<file path="config.mk">
export PLATFORM = sky130hd
export DESIGN_NAME = keypad_code_lock_controller_core
export DESIGN_NICKNAME = d
export VERILOG_FILES = /design/src/kcl_pkg.sv /design/src/kcl_in_stage.sv /design/src/kcl_state.sv /design/src/kcl_out_stage.sv /design/src/keypad_code_lock_controller_core.sv
export SDC_FILE = /design/constraint.sdc
export NUM_CORES = 1
export LEC_CHECK = 0
export ABC_AREA = 1
export BUFFER_PORTS_ARGS = -buffer_cell sky130_fd_sc_hd__buf_2
export CORE_MARGIN = 2
export CORE_UTILIZATION = 60
export DETAILED_ROUTE_END_ITERATION = 8
export PLACE_DENSITY = 0.82
export SYNTH_ARGS = -nofsm -noshare
export SYNTH_HDL_FRONTEND = slang
export SYNTH_SLANG_ARGS = --single-unit
</file>
<file path="constraint.sdc">
create_clock -name aclk -period 4.3 [get_ports aclk]
set_input_delay 0.86 -clock aclk [delete_from_list [all_inputs] [get_ports aclk]]
set_output_delay 0.86 -clock aclk [all_outputs]
set_load 0.05 [all_outputs]
</file>
<file path="src/kcl_pkg.sv">
package kcl_pkg;

    // Number of BCD digits in a code. The field widths on the ports are fixed
    // at four digits, so this is a package constant and not a parameter.
    localparam int CODE_DIGITS = 4;
    localparam int CODE_W      = 4 * CODE_DIGITS;
    localparam int COUNT_W     = 3;
    localparam int TICKS_W     = 16;

    localparam logic [TICKS_W-1:0] AUTO_CLEAR_RESET = TICKS_W'(10000);
    localparam logic [CODE_W-1:0]  USER_CODE_RESET  = CODE_W'(16'h1234);
    localparam logic [CODE_W-1:0]  ADMIN_CODE_RESET = '0;
    localparam logic [COUNT_W-1:0] FULL_COUNT       = COUNT_W'(CODE_DIGITS);

    localparam logic [1:0] OP_TICK = 2'd0;
    localparam logic [1:0] OP_KEY  = 2'd1;
    localparam logic [1:0] OP_LOAD = 2'd2;

    localparam logic [3:0] KEY_DIGIT_MIN = 4'd0;
    localparam logic [3:0] KEY_DIGIT_MAX = 4'd9;
    localparam logic [3:0] KEY_ADMIN     = 4'd10;
    localparam logic [3:0] KEY_CLEAR     = 4'd12;
    localparam logic [3:0] KEY_DELETE    = 4'd13;
    localparam logic [3:0] KEY_STAR      = 4'd14;
    localparam logic [3:0] KEY_ENTER     = 4'd15;

    localparam logic        SEL_USER  = 1'b0;
    localparam logic        SEL_ADMIN = 1'b1;

    typedef struct packed {
        logic [1:0]        opcode;
        logic [3:0]        key;
        logic              code_select;
        logic [CODE_W-1:0] code_value;
    } kcl_in_t;

    typedef struct packed {
        logic               success_lamp;
        logic               fail_lamp;
        logic               admin_lamp;
        logic [COUNT_W-1:0] entry_count;
        logic [CODE_W-1:0]  entry_digits;
        logic               save_valid;
        logic               save_select;
        logic [CODE_W-1:0]  save_value;
    } kcl_out_t;

    // Clamps every BCD nibble above nine down to nine.
    function automatic logic [CODE_W-1:0] clamp_code(input logic [CODE_W-1:0] v);
        logic [CODE_W-1:0] r;
        r = '0;
        for (int i = 0; i < CODE_DIGITS; i++) begin
            if (v[4*i +: 4] > KEY_DIGIT_MAX) begin
                r[4*i +: 4] = KEY_DIGIT_MAX;
            end else begin
                r[4*i +: 4] = v[4*i +: 4];
            end
        end
        return r;
    endfunction

endpackage

</file>
<file path="src/kcl_in_stage.sv">
module kcl_in_stage (
    input  logic            aclk,
    input  logic            aresetn,
    input  logic            s_valid,
    output logic            s_ready,
    input  kcl_pkg::kcl_in_t s_data,
    input  logic            advance,
    output logic            in_vld,
    output kcl_pkg::kcl_in_t in_data
);
    import kcl_pkg::*;

    logic    vld_reg;
    kcl_in_t data_reg;

    // The register may refill in the same cycle that its word moves on.
    assign s_ready = !vld_reg || advance;
    assign in_vld  = vld_reg;
    assign in_data = data_reg;

    always_ff @(posedge aclk) begin
        if (!aresetn) begin
            vld_reg <= 1'b0;
        end else if (s_ready) begin
            vld_reg <= s_valid;
        end
    end

    always_ff @(posedge aclk) begin
        if (s_valid && s_ready) begin
            data_reg <= s_data;
        end
    end

endmodule

</file>
<file path="src/kcl_state.sv">
module kcl_state (
    input  logic                          aclk,
    input  logic                          aresetn,
    input  logic                          advance,
    input  kcl_pkg::kcl_in_t              in_data,
    input  logic [kcl_pkg::TICKS_W-1:0]   auto_clear_ticks,
    output kcl_pkg::kcl_out_t             result
);
    import kcl_pkg::*;

    logic [CODE_W-1:0]  entry_reg,     entry_next;
    logic [COUNT_W-1:0] length_reg,    length_next;
    logic [CODE_W-1:0]  user_reg,      user_next;
    logic [CODE_W-1:0]  admin_code_reg, admin_code_next;
    logic               admin_reg,     admin_next;
    logic               success_reg,   success_next;
    logic               fail_reg,      fail_next;
    logic [TICKS_W-1:0] countdown_reg, countdown_next;

    logic               full;
    logic [COUNT_W-1:0] len_dec;
    logic [TICKS_W-1:0] arm_value;
    logic               save;
    logic               save_sel;
    logic [CODE_W-1:0]  save_val;

    assign full      = (length_reg == FULL_COUNT);
    assign len_dec   = length_reg - COUNT_W'(1);
    assign arm_value = (auto_clear_ticks == '0) ? TICKS_W'(1) : auto_clear_ticks;

    always_comb begin
        entry_next      = entry_reg;
        length_next     = length_reg;
        user_next       = user_reg;
        admin_code_next = admin_code_reg;
        admin_next      = admin_reg;
        success_next    = success_reg;
        fail_next       = fail_reg;
        countdown_next  = countdown_reg;
        save            = 1'b0;
        save_sel        = SEL_USER;
        save_val        = '0;

        case (in_data.opcode)
            OP_TICK: begin
                if (countdown_reg != '0) begin
                    countdown_next = countdown_reg - TICKS_W'(1);
                    if (countdown_reg == TICKS_W'(1)) begin
                        success_next = 1'b0;
                        fail_next    = 1'b0;
                    end
                end
            end
            OP_LOAD: begin
                if (in_data.code_select == SEL_ADMIN) begin
                    admin_code_next = clamp_code(in_data.code_value);
                end else begin
                    user_next = clamp_code(in_data.code_value);
                end
            end
            OP_KEY: begin
                success_next   = 1'b0;
                fail_next      = 1'b0;
                countdown_next = '0;
                if (in_data.key inside {[KEY_DIGIT_MIN:KEY_DIGIT_MAX]}) begin
                    if (!full) begin
                        for (int i = 0; i < CODE_DIGITS; i++) begin
                            if (length_reg == COUNT_W'(i)) begin
                                entry_next[4*(CODE_DIGITS-1-i) +: 4] = in_data.key;
                            end
                        end
                        length_next = length_reg + COUNT_W'(1);
                    end
                end else begin
                    case (in_data.key)
                        KEY_DELETE: begin
                            if (length_reg != '0) begin
                                length_next = len_dec;
                                for (int i = 0; i < CODE_DIGITS; i++) begin
                                    if (len_dec == COUNT_W'(i)) begin
                                        entry_next[4*(CODE_DIGITS-1-i) +: 4] = 4'd0;
                                    end
                                end
                            end
                        end
                        KEY_CLEAR: begin
                            entry_next  = '0;
                            length_next = '0;
                        end
                        KEY_ENTER: begin
                            countdown_next = arm_value;
                            if (admin_reg) begin
                                if (!full) begin
                                    fail_next = 1'b1;
                                end else begin
                                    user_next    = entry_reg;
                                    save         = 1'b1;
                                    save_sel     = SEL_USER;
                                    save_val     = entry_reg;
                                    success_next = 1'b1;
                                    entry_next   = '0;
                                    length_next  = '0;
                                end
                            end else begin
                                success_next = full && (entry_reg == user_reg);
                                fail_next    = !(full && (entry_reg == user_reg));
                                entry_next   = '0;
                                length_next  = '0;
                            end
                        end
                        KEY_ADMIN: begin
                            if (admin_reg) begin
                                admin_next = 1'b0;
                            end else begin
                                if (full && (entry_reg == admin_code_reg)) begin
                                    admin_next = 1'b1;
                                end else begin
                                    fail_next      = 1'b1;
                                    countdown_next = arm_value;
                                end
                                entry_next  = '0;
                                length_next = '0;
                            end
                        end
                        KEY_STAR: begin
                            if (admin_reg) begin
                                countdown_next = arm_value;
                                if (!full) begin
                                    fail_next = 1'b1;
                                end else begin
                                    admin_code_next = entry_reg;
                                    save            = 1'b1;
                                    save_sel        = SEL_ADMIN;
                                    save_val        = entry_reg;
                                    success_next    = 1'b1;
                                    entry_next      = '0;
                                    length_next     = '0;
                                end
                            end
                        end
                        default: begin
                        end
                    endcase
                end
            end
            default: begin
            end
        endcase
    end

    always_comb begin
        result.success_lamp = success_next;
        result.fail_lamp    = fail_next;
        result.admin_lamp   = admin_next;
        result.entry_count  = length_next;
        result.entry_digits = entry_next;
        result.save_valid   = save;
        result.save_select  = save_sel;
        result.save_value   = save_val;
    end

    always_ff @(posedge aclk) begin
        if (!aresetn) begin
            entry_reg      <= '0;
            length_reg     <= '0;
            user_reg       <= USER_CODE_RESET;
            admin_code_reg <= ADMIN_CODE_RESET;
            admin_reg      <= 1'b0;
            success_reg    <= 1'b0;
            fail_reg       <= 1'b0;
            countdown_reg  <= '0;
        end else if (advance) begin
            entry_reg      <= entry_next;
            length_reg     <= length_next;
            user_reg       <= user_next;
            admin_code_reg <= admin_code_next;
            admin_reg      <= admin_next;
            success_reg    <= success_next;
            fail_reg       <= fail_next;
            countdown_reg  <= countdown_next;
        end
    end

    // A lamp is lit exactly while the auto-clear countdown is armed.
    a_lamp_armed: assert property (@(posedge aclk) disable iff (!aresetn)
        (success_reg || fail_reg) == (countdown_reg != '0))
        else $error("lamp state disagrees with countdown");

    a_one_lamp: assert property (@(posedge aclk) disable iff (!aresetn)
        !(success_reg && fail_reg))
        else $error("both lamps lit");

    a_len_range: assert property (@(posedge aclk) disable iff (!aresetn)
        length_reg <= FULL_COUNT)
        else $error("entry length beyond code size");

    // A save request only comes with a success indication.
    a_save_success: assert property (@(posedge aclk) disable iff (!aresetn)
        (advance && save) |=> success_reg)
        else $error("save without success");

endmodule

</file>
<file path="src/kcl_out_stage.sv">
module kcl_out_stage (
    input  logic              aclk,
    input  logic              aresetn,
    input  logic              in_vld,
    input  kcl_pkg::kcl_out_t result,
    output logic              advance,
    output logic              m_valid,
    input  logic              m_ready,
    output kcl_pkg::kcl_out_t m_data
);
    import kcl_pkg::*;

    logic     vld_reg;
    kcl_out_t data_reg;

    // A word moves into the result register when it is empty or being drained.
    assign advance = in_vld && (!vld_reg || m_ready);
    assign m_valid = vld_reg;
    assign m_data  = data_reg;

    always_ff @(posedge aclk) begin
        if (!aresetn) begin
            vld_reg <= 1'b0;
        end else if (advance) begin
            vld_reg <= 1'b1;
        end else if (m_ready) begin
            vld_reg <= 1'b0;
        end
    end

    always_ff @(posedge aclk) begin
        if (advance) begin
            data_reg <= result;
        end
    end

endmodule

</file>
<file path="src/keypad_code_lock_controller_core.sv">
// Channel   Direction  Handshake          Word
// s_        in         s_valid / s_ready  kcl_in_t: opcode, key, code_select, code_value
// m_        out        m_valid / m_ready  kcl_out_t: lamps, entry, save request
// cfg_      in         cfg_wr_en          cfg_wr_data: auto-clear tick count
//
// One word is accepted per cycle while s_ready is high; m_ presents its registered result.
// The state update and result are formed in one pass of logic between the input
// register and the result register, so back-to-back words run at full rate.
// Reset (aresetn, synchronous, active low) restores codes 0x1234 / 0x0000 and 10000 ticks.
// When m_valid is high and m_ready low the result register holds, and one more word may
// wait in the input register before s_ready drops.
module keypad_code_lock_controller_core (
    input  logic                        aclk,
    input  logic                        aresetn,
    input  logic                        s_valid,
    output logic                        s_ready,
    input  kcl_pkg::kcl_in_t            s_data,
    output logic                        m_valid,
    input  logic                        m_ready,
    output kcl_pkg::kcl_out_t           m_data,
    input  logic                        cfg_wr_en,
    input  logic [kcl_pkg::TICKS_W-1:0] cfg_wr_data
);
    import kcl_pkg::*;

    logic               in_vld;
    kcl_in_t            in_data;
    logic               advance;
    kcl_out_t           result;
    logic [TICKS_W-1:0] ticks_reg;

    // The auto-clear register. A zero value is treated as one when the
    // countdown is armed.
    always_ff @(posedge aclk) begin
        if (!aresetn) begin
            ticks_reg <= AUTO_CLEAR_RESET;
        end else if (cfg_wr_en) begin
            ticks_reg <= cfg_wr_data;
        end
    end

    // Input register: holds the word that is being worked on.
    kcl_in_stage u_in (
        .aclk    (aclk),
        .aresetn (aresetn),
        .s_valid (s_valid),
        .s_ready (s_ready),
        .s_data  (s_data),
        .advance (advance),
        .in_vld  (in_vld),
        .in_data (in_data)
    );

    // Lock state and the logic that applies one word to it. The state only
    // moves when the result word is taken into the result register.
    kcl_state u_state (
        .aclk             (aclk),
        .aresetn          (aresetn),
        .advance          (advance),
        .in_data          (in_data),
        .auto_clear_ticks (ticks_reg),
        .result           (result)
    );

    // Result register toward the output channel.
    kcl_out_stage u_out (
        .aclk    (aclk),
        .aresetn (aresetn),
        .in_vld  (in_vld),
        .result  (result),
        .advance (advance),
        .m_valid (m_valid),
        .m_ready (m_ready),
        .m_data  (m_data)
    );

    // The input side only stalls while a word is parked in the input register.
    a_stall_full: assert property (@(posedge aclk) disable iff (!aresetn)
        !s_ready |-> in_vld)
        else $error("input stalled with empty input register");

    // A stalled output means no word advances into it.
    a_no_overwrite: assert property (@(posedge aclk) disable iff (!aresetn)
        (m_valid && !m_ready) |-> !advance)
        else $error("result register overwritten while stalled");

    // An accepted word always reaches the result register on the next edge
    // when the output side is not stalled.
    a_flow: assert property (@(posedge aclk) disable iff (!aresetn)
        (s_valid && s_ready) |=> (in_vld && ((m_valid && !m_ready) || advance)))
        else $error("accepted word did not progress");

endmodule

</file>
# Yosys cells after proc, flatten, opt, wreduce, memory -nomap -nowiden

Index checks and enable logic that the tools add are counted.

Logic and storage cells: 161
Bits in registers: 151
Input port bits: 44

$lt $le $gt $ge: 6
Add/subtract/negate cells: 3
Muxes and demuxes: 73
Bitwise logic cells: 5
Reductions and logical operators: 26
Eq/ne operators: 25

Operators with widths:

| kind                    | number |
|---|---|
| $mux W16                | 22 |
| $pmux W16 S2            | 3 |
| $pmux W16 S5            | 1 |
| $mux W4                 | 12 |
| $pmux W16 S3            | 1 |
| $eq A16 B16 Y1          | 2 |
| $mux W3                 | 8 |
| $mux W1                 | 21 |
| $eq A4 B4 Y1 const B    | 5 |
| $eq A16 B1 Y1 const B   | 1 |
| $gt A4 B4 Y1 const B    | 4 |
| $logic_not A16 Y1       | 1 |
| $reduce_bool A16 Y1     | 1 |
| $sub A16 B1 Y16 const B | 1 |
| $pmux W3 S5             | 1 |
| $reduce_and A7 Y1       | 2 |
| $eq A3 B2 Y1 const B    | 4 |
| $ne A2 B1 Y1 const B    | 4 |
| $ne A2 B2 Y1 const B    | 4 |
| $eq A3 B1 Y1 const B    | 2 |
| $logic_not A3 Y1        | 2 |
| $pmux W1 S2             | 3 |
| $reduce_bool A2 Y1      | 3 |
| $reduce_or A3 Y1        | 2 |
| 17 further kinds        | 28 |

# Depth between registers and ports, before layout

Gate-level depths: netlist (run 1).

Depth in word-level cells: 7
Mapped depth: 15

# Hierarchy

A second synthesis (run 1) with hierarchy kept.

Cells, all modules: 956
Area total of the unflattened synthesis: 7505.9 um^2

Modules (own cells, without submodules):

| module                           | area an instance (um^2) | cells an instance | seq. area each (um^2) | times used |
|---|---|---|---|---|
| kcl_state                        | 4859.7                  | 787               | 1401.3                | 1 |
| kcl_out_stage                    | 1252.5                  | 47                | 1221.2                | 1 |
| kcl_in_stage                     | 742.0                   | 30                | 710.7                 | 1 |
| keypad_code_lock_controller_core | 651.9                   | 92                | 320.3                 | 1 |

# Worst setup path after synthesis (run 1)

Ideal clock, no wire load.

Kind: in2reg
From: input m_ready
To: register u_out.data_reg (netlist bit u_out.m_data[0]) (enable)
Library setup time: 396 ps
Path buffers: 0
Setup slack: 1952 ps
Cell stages on the path: 4
Arrival: 1952 ps
Data required time: 3904 ps
Cell sequence: inv_1 -> nand2_1 -> nand2_1 -> inv_1

Longest elaborated chain between the ends: 2

RTL lines:

| element              | RTL line                               | source |
|---|---|---|
| start, declared      | keypad_code_lock_controller_core.sv:19 | `input logic m_ready,` |
| $logic_or A1 B1 Y1   | kcl_out_stage.sv:17                    | `assign advance = in_vld && (!vld_reg \|\| m_ready);` |
| $logic_and A1 B1 Y1  | kcl_out_stage.sv:17                    |  |
| named net advance    | keypad_code_lock_controller_core.sv:28 | `logic advance;` |
| end signal, assigned | kcl_out_stage.sv:33                    | `data_reg <= result;` |
| end, declared        | kcl_out_stage.sv:14                    | `kcl_out_t data_reg;` |

The timed path passes the listed nets, and every way through them passes these cells.
A chain may end at the register's enable or synchronous reset.

==> summary.txt, run 1 <==
Status
  • Status: completed

Global routing
  • Antenna violations before repair: 0
  • Largest net degree at the start of global routing: 64
  • GRT Total Usage: 28.11%
  • First-pass GRT wire length: 28870 microns
  • Vias in the first global route: 6001
  • Grt ovf: 0

Cells and area
  • Final Cell Area: 0.008428 sq mm
  • Max reg flops: 40
  • Layout area overhead: 14.48%
  • Most common library cell in the layout ignoring fill and taps: nand2_1
  • Commonest cells after routing, fill and taps aside: nand2_1, nor2_1, o21ai_0
  • Diodes inserted: 0
  • Final #Nets: 1058
  • Final Non-Filler Cells: 1164
  • Filler cells: 976
  • Share of cells above drive strength 1: 16.62%

Clock tree
  • Post_cts resized: 0
  • CTS tree: yes
  • Num CTS Buffers: 17
  • Hold_buf cts: 0
  • Post-CTS Setup Inserts: 0
  • Clock sinks: 151
  • Max clock buf depth: 2
  • Clock latency on the worst-skew pair: 0.43 ns
  • # H-tree levels: 4
  • Clk root buf: clkbuf_16
  • CTS clk-pin slew, worst paths: 0.06 ns

Setup path
  • Reg2reg end: u_state.entry_reg[2]
  • Worst EP arrival: 3.17 ns
  • Crit. End Element: register
  • Flop2flop setup slack: 1.51 ns
  • Max FO, Critical Path: 27
  • WS Path Type: register to register
  • Worst r2r src: u_in.in_data[22]
  • CP required: 4.68 ns
  • R2R cell count: 9
  • CP startpoint kind: register

Floorplan
  • Core area: 0.01201 sq mm
  • Std cell rows: 40
  • I/O pin count: 86
  • Die area: 0.01317 sq mm
  • Die H: 114.8 microns
  • Starting density of the core: 61.29%
  • Die width: 114.8 microns

Min path
  • Endpoint, Worst Hold: u_state.admin_code_reg[2]
  • Min-Delay Path Class: register to register
  • Worst Hold Depth: 2
  • Hold path start: u_state.admin_code_reg[2]

Place
  • Pre-CTS setup slack: 1.610 ns
  • DP Area: 0.007825 sq mm
  • Gpl congestion: 0.9483
  • Buffers on Ports: 85
  • Post-Place Cells: 1132
  • Hpwl dp: 12170 microns

Pwr
  • Sw Ratio: 27.83%
  • Cell Int Power: 2.642 mW
  • PD cells: 434.4 mW/mm^2
  • LEAKAGE: 3.676 nW
  • Clk network pwr share: 41.3%
  • Combinational power share: 13.7%
  • Peak VDD IR: 0.3621 mV
  • P_sw: 1.019 mW
  • Sequential share of power: 45.0%

Route
  • Starting DRT DRC Count: 648
  • Routed wl met3: 1385 microns
  • Met1 Routed Length: 7605 microns
  • Total number of vias: 6592
  • WL final: 17600 microns
  • Met2 Routed Length: 8057 microns
  • ANT nets after route: 0
  • Uppermost layer routed: met4
  • Drt first pass iters: 5
  • DRC viols: 0
  • Wire per inst: 15.12 microns
  • Vias per Instance: 5.663

STA
  • Fin Setup TNS: 0 ns
  • Final max-slew violation count: 0
  • Unrepaired setup endpoints after global routing: false
  • Worst-margin pin slew: 0.9430 ns
  • Hold slack: 0.4732 ns
  • Final setup vio count: 0
  • Fin Clk Skew: 0.007576 ns
  • Max Clk Rate: 358.9 MHz
  • Post-route setup slack: 1.514 ns
  • Fin crit share: 64.79%
  • Fin crit period: 2.786 ns
  • Slew headroom: 37.13%
  • Fin. Hold Viols: 0

Yosys
  • Async S/R FF share, synth: 0%
  • Main synth FF type: dfxtp_1
  • Mapped Cells: 930
  • Cell Area, Synth: 0.007362 sq mm
  • Post-synth EDFFs: 63
  • Synth Warn #: 0
  • Syn nets: 984
  • Sequential area share after synthesis: 49.63%
  • Count of unique library cells instantiated by Yosys: 39
  • Synth Register Bits: 151
  • Mean area per synthesized cell: 7.916 sq um

Flow run
  • # Max-Cap Violations: 0
==> cell type report <==
type	count	area (sq um)	share of cell area [%]
Clock inverter	15	177.7	2.108
Clock buffer	17	425.4	5.048
Sequential cell	151	3654	43.35
Tap cell	147	183.9	2.182
Multi-Input combinational cell	637	3122	37.04
Timing Repair Buffer	90	462.9	5.493
Inverter	107	402.9	4.780
==> metrics by stage <==
stage                     total power [mW]  utilization [%]
after floorplan                      2.039                -
after global placement               2.158            65.15
after detailed placement             2.166            65.15
after CTS                            3.666            70.17
after global routing                 3.802            70.17
final                                3.661            70.17
==> power by group through the flow <==
stage                     registers (mW)  clock network [mW]  logic [mW]
after detailed placement            1.67                   0       0.493
after global routing                1.65                1.59       0.560
after floorplan                     1.72                   0       0.316
final                               1.65                1.51       0.502
after CTS                           1.64                1.53       0.497
after global placement              1.67                   0       0.486
==> cell families (layout without fill, tap and decap cells) <==
group | after synthesis | in the layout | synth area share (%)
buffers and inverters | 142 | 229 | 7.971
flip-flops | 151 | 151 | 49.63
AND/OR/NAND/NOR | 376 | 376 | 22.18
adder cells (fa/ha/maj) | 10 | 10 | 1.700
XOR/XNOR | 12 | 12 | 1.428
AO/OA/AOI/OAI | 239 | 239 | 17.10
==> synthesized netlist by cell type (2+ instances only) <==
| cell type | number | area share (%) |
|---|---|---|
| a21oi_1 | 88 | 6.0 |
| a22oi_1 | 8 | 0.82 |
| nand2_1 | 155 | 7.9 |
| buf_6 | 3 | 0.46 |
| inv_1 | 96 | 4.9 |
| nor2_2 | 3 | 0.25 |
| clkinv_1 | 2 | 0.10 |
| nand2_2 | 22 | 1.9 |
| nor2_4 | 3 | 0.46 |
| o21ai_1 | 20 | 1.4 |
| nor2_1 | 117 | 6.0 |
| o31ai_1 | 2 | 0.20 |
| o21ai_0 | 110 | 7.5 |
| nor3_1 | 4 | 0.27 |
| xor2_1 | 7 | 0.83 |
| nand4_1 | 5 | 0.42 |
| nand3_1 | 56 | 3.8 |
| buf_2 | 8 | 0.54 |
| nand3_2 | 4 | 0.54 |
| xnor2_1 | 5 | 0.59 |
| a21oi_2 | 2 | 0.24 |
| ha_1 | 10 | 1.7 |
| nor4_1 | 4 | 0.34 |
| a31oi_1 | 4 | 0.34 |
| buf_4 | 5 | 0.51 |
| inv_2 | 8 | 0.41 |
| dfxtp_1 | 88 | 24 |
| edfxtp_1 | 63 | 26 |
| clkbuf_1 | 18 | 0.92 |
==> worst max path at each step <==
stage,startpoint,endpoint,cells past startpoint
after floorplan,m_ready,u_out.m_data[0],4
after global placement,m_ready,u_state.user_reg[5],11
after detailed placement,u_in.in_data[22],u_state.entry_reg[2],9
after CTS,u_in.in_data[22],u_state.entry_reg[2],9
after global routing,u_in.in_data[22],u_state.entry_reg[2],9
final,u_in.in_data[22],u_state.entry_reg[2],9
==> layer usage <==
layer	vias up	GRT usage, %
met3	48	5.535
met5	-	0
li1	3250	-
met1	2999	37.36
met4	0	14.14
met2	295	44.22
==> critical path: stages, from the launching register on <==
cell      delay [ns]
edfxtp_1        0.51
nor2_2          0.58
inv_2           0.42
nor2_4          0.43
inv_2           0.26
a21oi_1         0.19
o21ai_0         0.10
nand2_1         0.09
o21ai_1         0.06
inv_1           0.06
No activity file was read; power rests on OpenSTA's default activity.
==> run 2, diff against run 1 <==
ABC_AREA = 0   (was 1)
CORE_UTILIZATION = 53   (was 60)
PLACE_DENSITY = 0.77   (was 0.82)
clock period = 2.3 ns   (was 4.3 ns; I/O delays follow)
==> summary.txt, run 2 <==
Cells and area
  • Layout area overhead: 19.35% (was 14.48%)
  • Filler cells: 1050 (was 976)
  • Most common library cell in the layout ignoring fill and taps: dfxtp_1 (was nand2_1)
  • Final Core Density: 64.69% (was 70.17%)
  • Final Non-Filler Cells: 978 (was 1164)
  • Register Area: 0.003654 sq mm (unchanged)
  • Area of the multi-input gates: 0.003296 sq mm (was 0.003122 sq mm)
  • Share of cells above drive strength 1: 22.69% (was 16.62%)
  • Diodes inserted: 0 (unchanged)
  • Final #Nets: 843 (was 1058)
  • Max reg flops: 40 (unchanged)
  • Commonest cells after routing, fill and taps aside: dfxtp_1, buf_2, edfxtp_1 (was nand2_1, nor2_1, o21ai_0)

STA
  • Final max-slew violation count: 0 (unchanged)
  • Fin Setup TNS: 0 ns (unchanged)
  • Fin Clk Skew: 0.007892 ns (was 0.007576 ns)
  • Slew headroom: 27.34% (was 37.13%)
  • Fin crit share: 96.88% (was 64.79%)
  • Max Clk Rate: 448.8 MHz (was 358.9 MHz)
  • Worst-margin pin slew: 1.090 ns (was 0.9430 ns)
  • Fin. Hold Viols: 0 (unchanged)
  • Fin crit period: 2.228 ns (was 2.786 ns)
  • Final setup vio count: 0 (unchanged)

Yosys
  • Cell Area, Synth: 0.007178 sq mm (was 0.007362 sq mm)
  • Synth Register Bits: 151 (unchanged)
  • Proportion of synthesized area in mux cells: 3.626% (was 0%)
  • Compound-gate portion of the synthesized area: 18.02% (was 17.10%)
  • Mean area per synthesized cell: 10.39 sq um (was 7.916 sq um)
  • Yosys top cell by area: edfxtp_1 (unchanged)
  • Post-synth EDFFs: 63 (unchanged)
  • Syn nets: 745 (was 984)
  • Sequential area share after synthesis: 50.90% (was 49.63%)
  • Synth area leaders: edfxtp_1, dfxtp_1, xnor2_1 (was edfxtp_1, dfxtp_1, nand2_1)
  • Mapped Cells: 691 (was 930)
  • Async S/R FF share, synth: 0% (unchanged)
  • Main synth FF type: dfxtp_1 (unchanged)
  • Count of unique library cells instantiated by Yosys: 66 (was 39)
  • Post-synth top cells: dfxtp_1, edfxtp_1, o21ai_0, nand2_1, nor2_1 (was nand2_1, nor2_1, o21ai_0, inv_1)
  • Count leader, synth: dfxtp_1 (was nand2_1)
  • Post-Synth Simple-Gate Area: 16.37% (was 22.18%)
  • Xor/xnor share of the synthesized area: 5.613% (was 1.428%)
  • Largest family of logic cells by synthesized area: compound AO/OA/AOI/OAI gates (was simple AND/OR/NAND/NOR gates)
  • Post-Synth Adder-Cell Area: 1.743% (was 1.700%)
  • Synth Warn #: 0 (unchanged)
  • Top-area cell type share of the netlist area: 26.36% (was 25.70%)

Global routing
  • Grt ovf: 0 (unchanged)
  • Largest net degree at the start of global routing: 76 (was 64)
  • GRT Total Usage: 24.85% (was 28.11%)
  • First-pass GRT wire length: 27990 microns (was 28870 microns)
  • Antenna violations before repair: 0 (unchanged)
  • Vias in the first global route: 5550 (was 6001)

Setup path
  • Worst EP arrival: 2.41 ns (was 3.17 ns)
  • CP required: 2.48 ns (was 4.68 ns)
  • Crit path buf inv count: 1 (was 3)
  • Max FO, Critical Path: 8 (was 27)
  • WS Path Type: register to register (unchanged)
  • CP Cell Sequence: inv_1 -> ha_1 -> and3_1 -> nor3_4 -> nor4_4 -> a21oi_2 -> a22o_2 (was nor2_2 -> inv_2 -> nor2_4 -> inv_2 -> a21oi_1 -> o21ai_0 -> nand2_1 -> o21ai_1 -> inv_1)
  • CP max stage delay: 0.45 ns (was 0.58 ns)
  • Critical-path top delay cell: nor4_4 (was nor2_2)
  • Crit path max-delay family: simple AND/OR/NAND/NOR gates (unchanged)
  • Crit. End Element: register (unchanged)
  • CP startpoint kind: register (unchanged)

Place
  • Hpwl dp: 12040 microns (was 12170 microns)
  • Buffers on Ports: 85 (unchanged)
  • Gpl congestion: 0.9048 (was 0.9483)
  • Post-Place Cells: 945 (was 1132)

Clock tree
  • Clock sinks: 151 (unchanged)
  • Max clock buf depth: 2 (unchanged)
  • Clock latency on the worst-skew pair: 0.43 ns (about the same)
  • Num CTS Buffers: 17 (unchanged)
  • # H-tree levels: 4 (unchanged)
  • CTS tree: yes (unchanged)
  • Hold_buf cts: 0 (unchanged)
  • CTS clk-pin slew, worst paths: 0.06 ns (about the same)
  • Clk root buf: clkbuf_16 (unchanged)

Pwr
  • PD cells: 768.0 mW/mm^2 (was 434.4 mW/mm^2)
  • Peak VDD IR: 0.5334 mV (was 0.3621 mV)
  • Total power: 6.579 mW (was 3.661 mW)
  • LEAKAGE: 3.489 nW (was 3.676 nW)

Status
  • Status: completed (unchanged)

Floorplan
  • Starting density of the core: 54.20% (was 61.29%)
  • Core area: 0.01324 sq mm (was 0.01201 sq mm)
  • Std cell rows: 42 (was 40)
  • Die H: 120.4 microns (was 114.8 microns)
  • Die width: 120.4 microns (was 114.8 microns)
  • Die area: 0.01449 sq mm (was 0.01317 sq mm)
  • I/O pin count: 86 (unchanged)

Route
  • Drt first pass iters: 5 (unchanged)
  • WL final: 17570 microns (was 17600 microns)
  • Vias per Instance: 5.830 (was 5.663)
  • Wire per inst: 17.97 microns (was 15.12 microns)
  • Starting DRT DRC Count: 589 (was 648)
  • Total number of vias: 5702 (was 6592)
  • ANT nets after route: 0 (unchanged)
  • DRC viols: 0 (unchanged)

Flow run
  • # Max-Cap Violations: 0 (unchanged)

Min path
  • Min-Delay Path Class: input pin to register (was register to register)
==> run 2: kinds of logic after synthesis <==
family | Yosys count
adder cells (fa/ha/maj) | 10
multiplexers | 26
XOR/XNOR | 46
AND/OR/NAND/NOR | 212
AO/OA/AOI/OAI | 189
flip-flops | 151
buffers and inverters | 57
==> run 2: final timing paths <==
kind | end | slack, ns | from | depth (start not counted)
min reg2reg | u_state.user_reg[8] | 0.48 | u_state.user_reg[8] | 2
max | u_out.m_data[33] | 0.07 | u_state.length_reg[1] | 7
max reg2reg | u_out.m_data[33] | 0.07 | u_state.length_reg[1] | 7
min | u_in.in_data[15] | 0.20 | s_data[15] | 1
==> run 2: worst register-to-register path: cells and delay by family (launching register included) <==
kind	cells	cell delay, ns
AND/OR/NAND/NOR	3	0.78
flip-flops	1	0.37
adder cells (fa/ha/maj)	1	0.23
buffers and inverters	1	0.15
AO/OA/AOI/OAI	2	0.45
==> run 2: layer usage <==
metal | track usage [%] | vias to the layer above | wire length [microns]
met5 | 0 | - | 0
met4 | 13.30 | 0 | 669
met3 | 5.330 | 44 | 854
met2 | 39.94 | 197 | 8599
met1 | 31.39 | 2719 | 7451
li1 | - | 2742 | -
==> run 2: layout make-up <==
type | instances | area share, %
well taps | 176 | 2.570
repair buffers | 126 | 8.851
clock buffers | 21 | 5.623
flip-flops and latches | 151 | 42.65
multi-input cells | 483 | 38.47
inverters | 10 | 0.4381
clock inverters | 11 | 1.402
==> run 2: metrics by stage <==
step           setup slack [ns]  area, sq um  hold slack, ns
5_1_grt               -0.004774         8567          0.1835
4_1_cts                 0.05262         8531          0.1837
3_3_place_gp            0.08568         7921          0.4614
3_5_place_dp           -0.01664         7921          0.4712
2_1_floorplan           0.05485         7178          0.4496
6_report                0.07186         8567          0.1993
==> run 2: report_power, final <==
group	switching [mW]	internal, mW
clock	1.11	1.71
sequential	0.0828	2.90
combinational	0.491	0.286
==> run 2: timing repair <==
item | in CTS | in global routing
gates resized for setup | 0 | 8
pin swaps | 1 | 0
buffers inserted | 1 | 0
endpoints found under the setup margin | 1 | 41
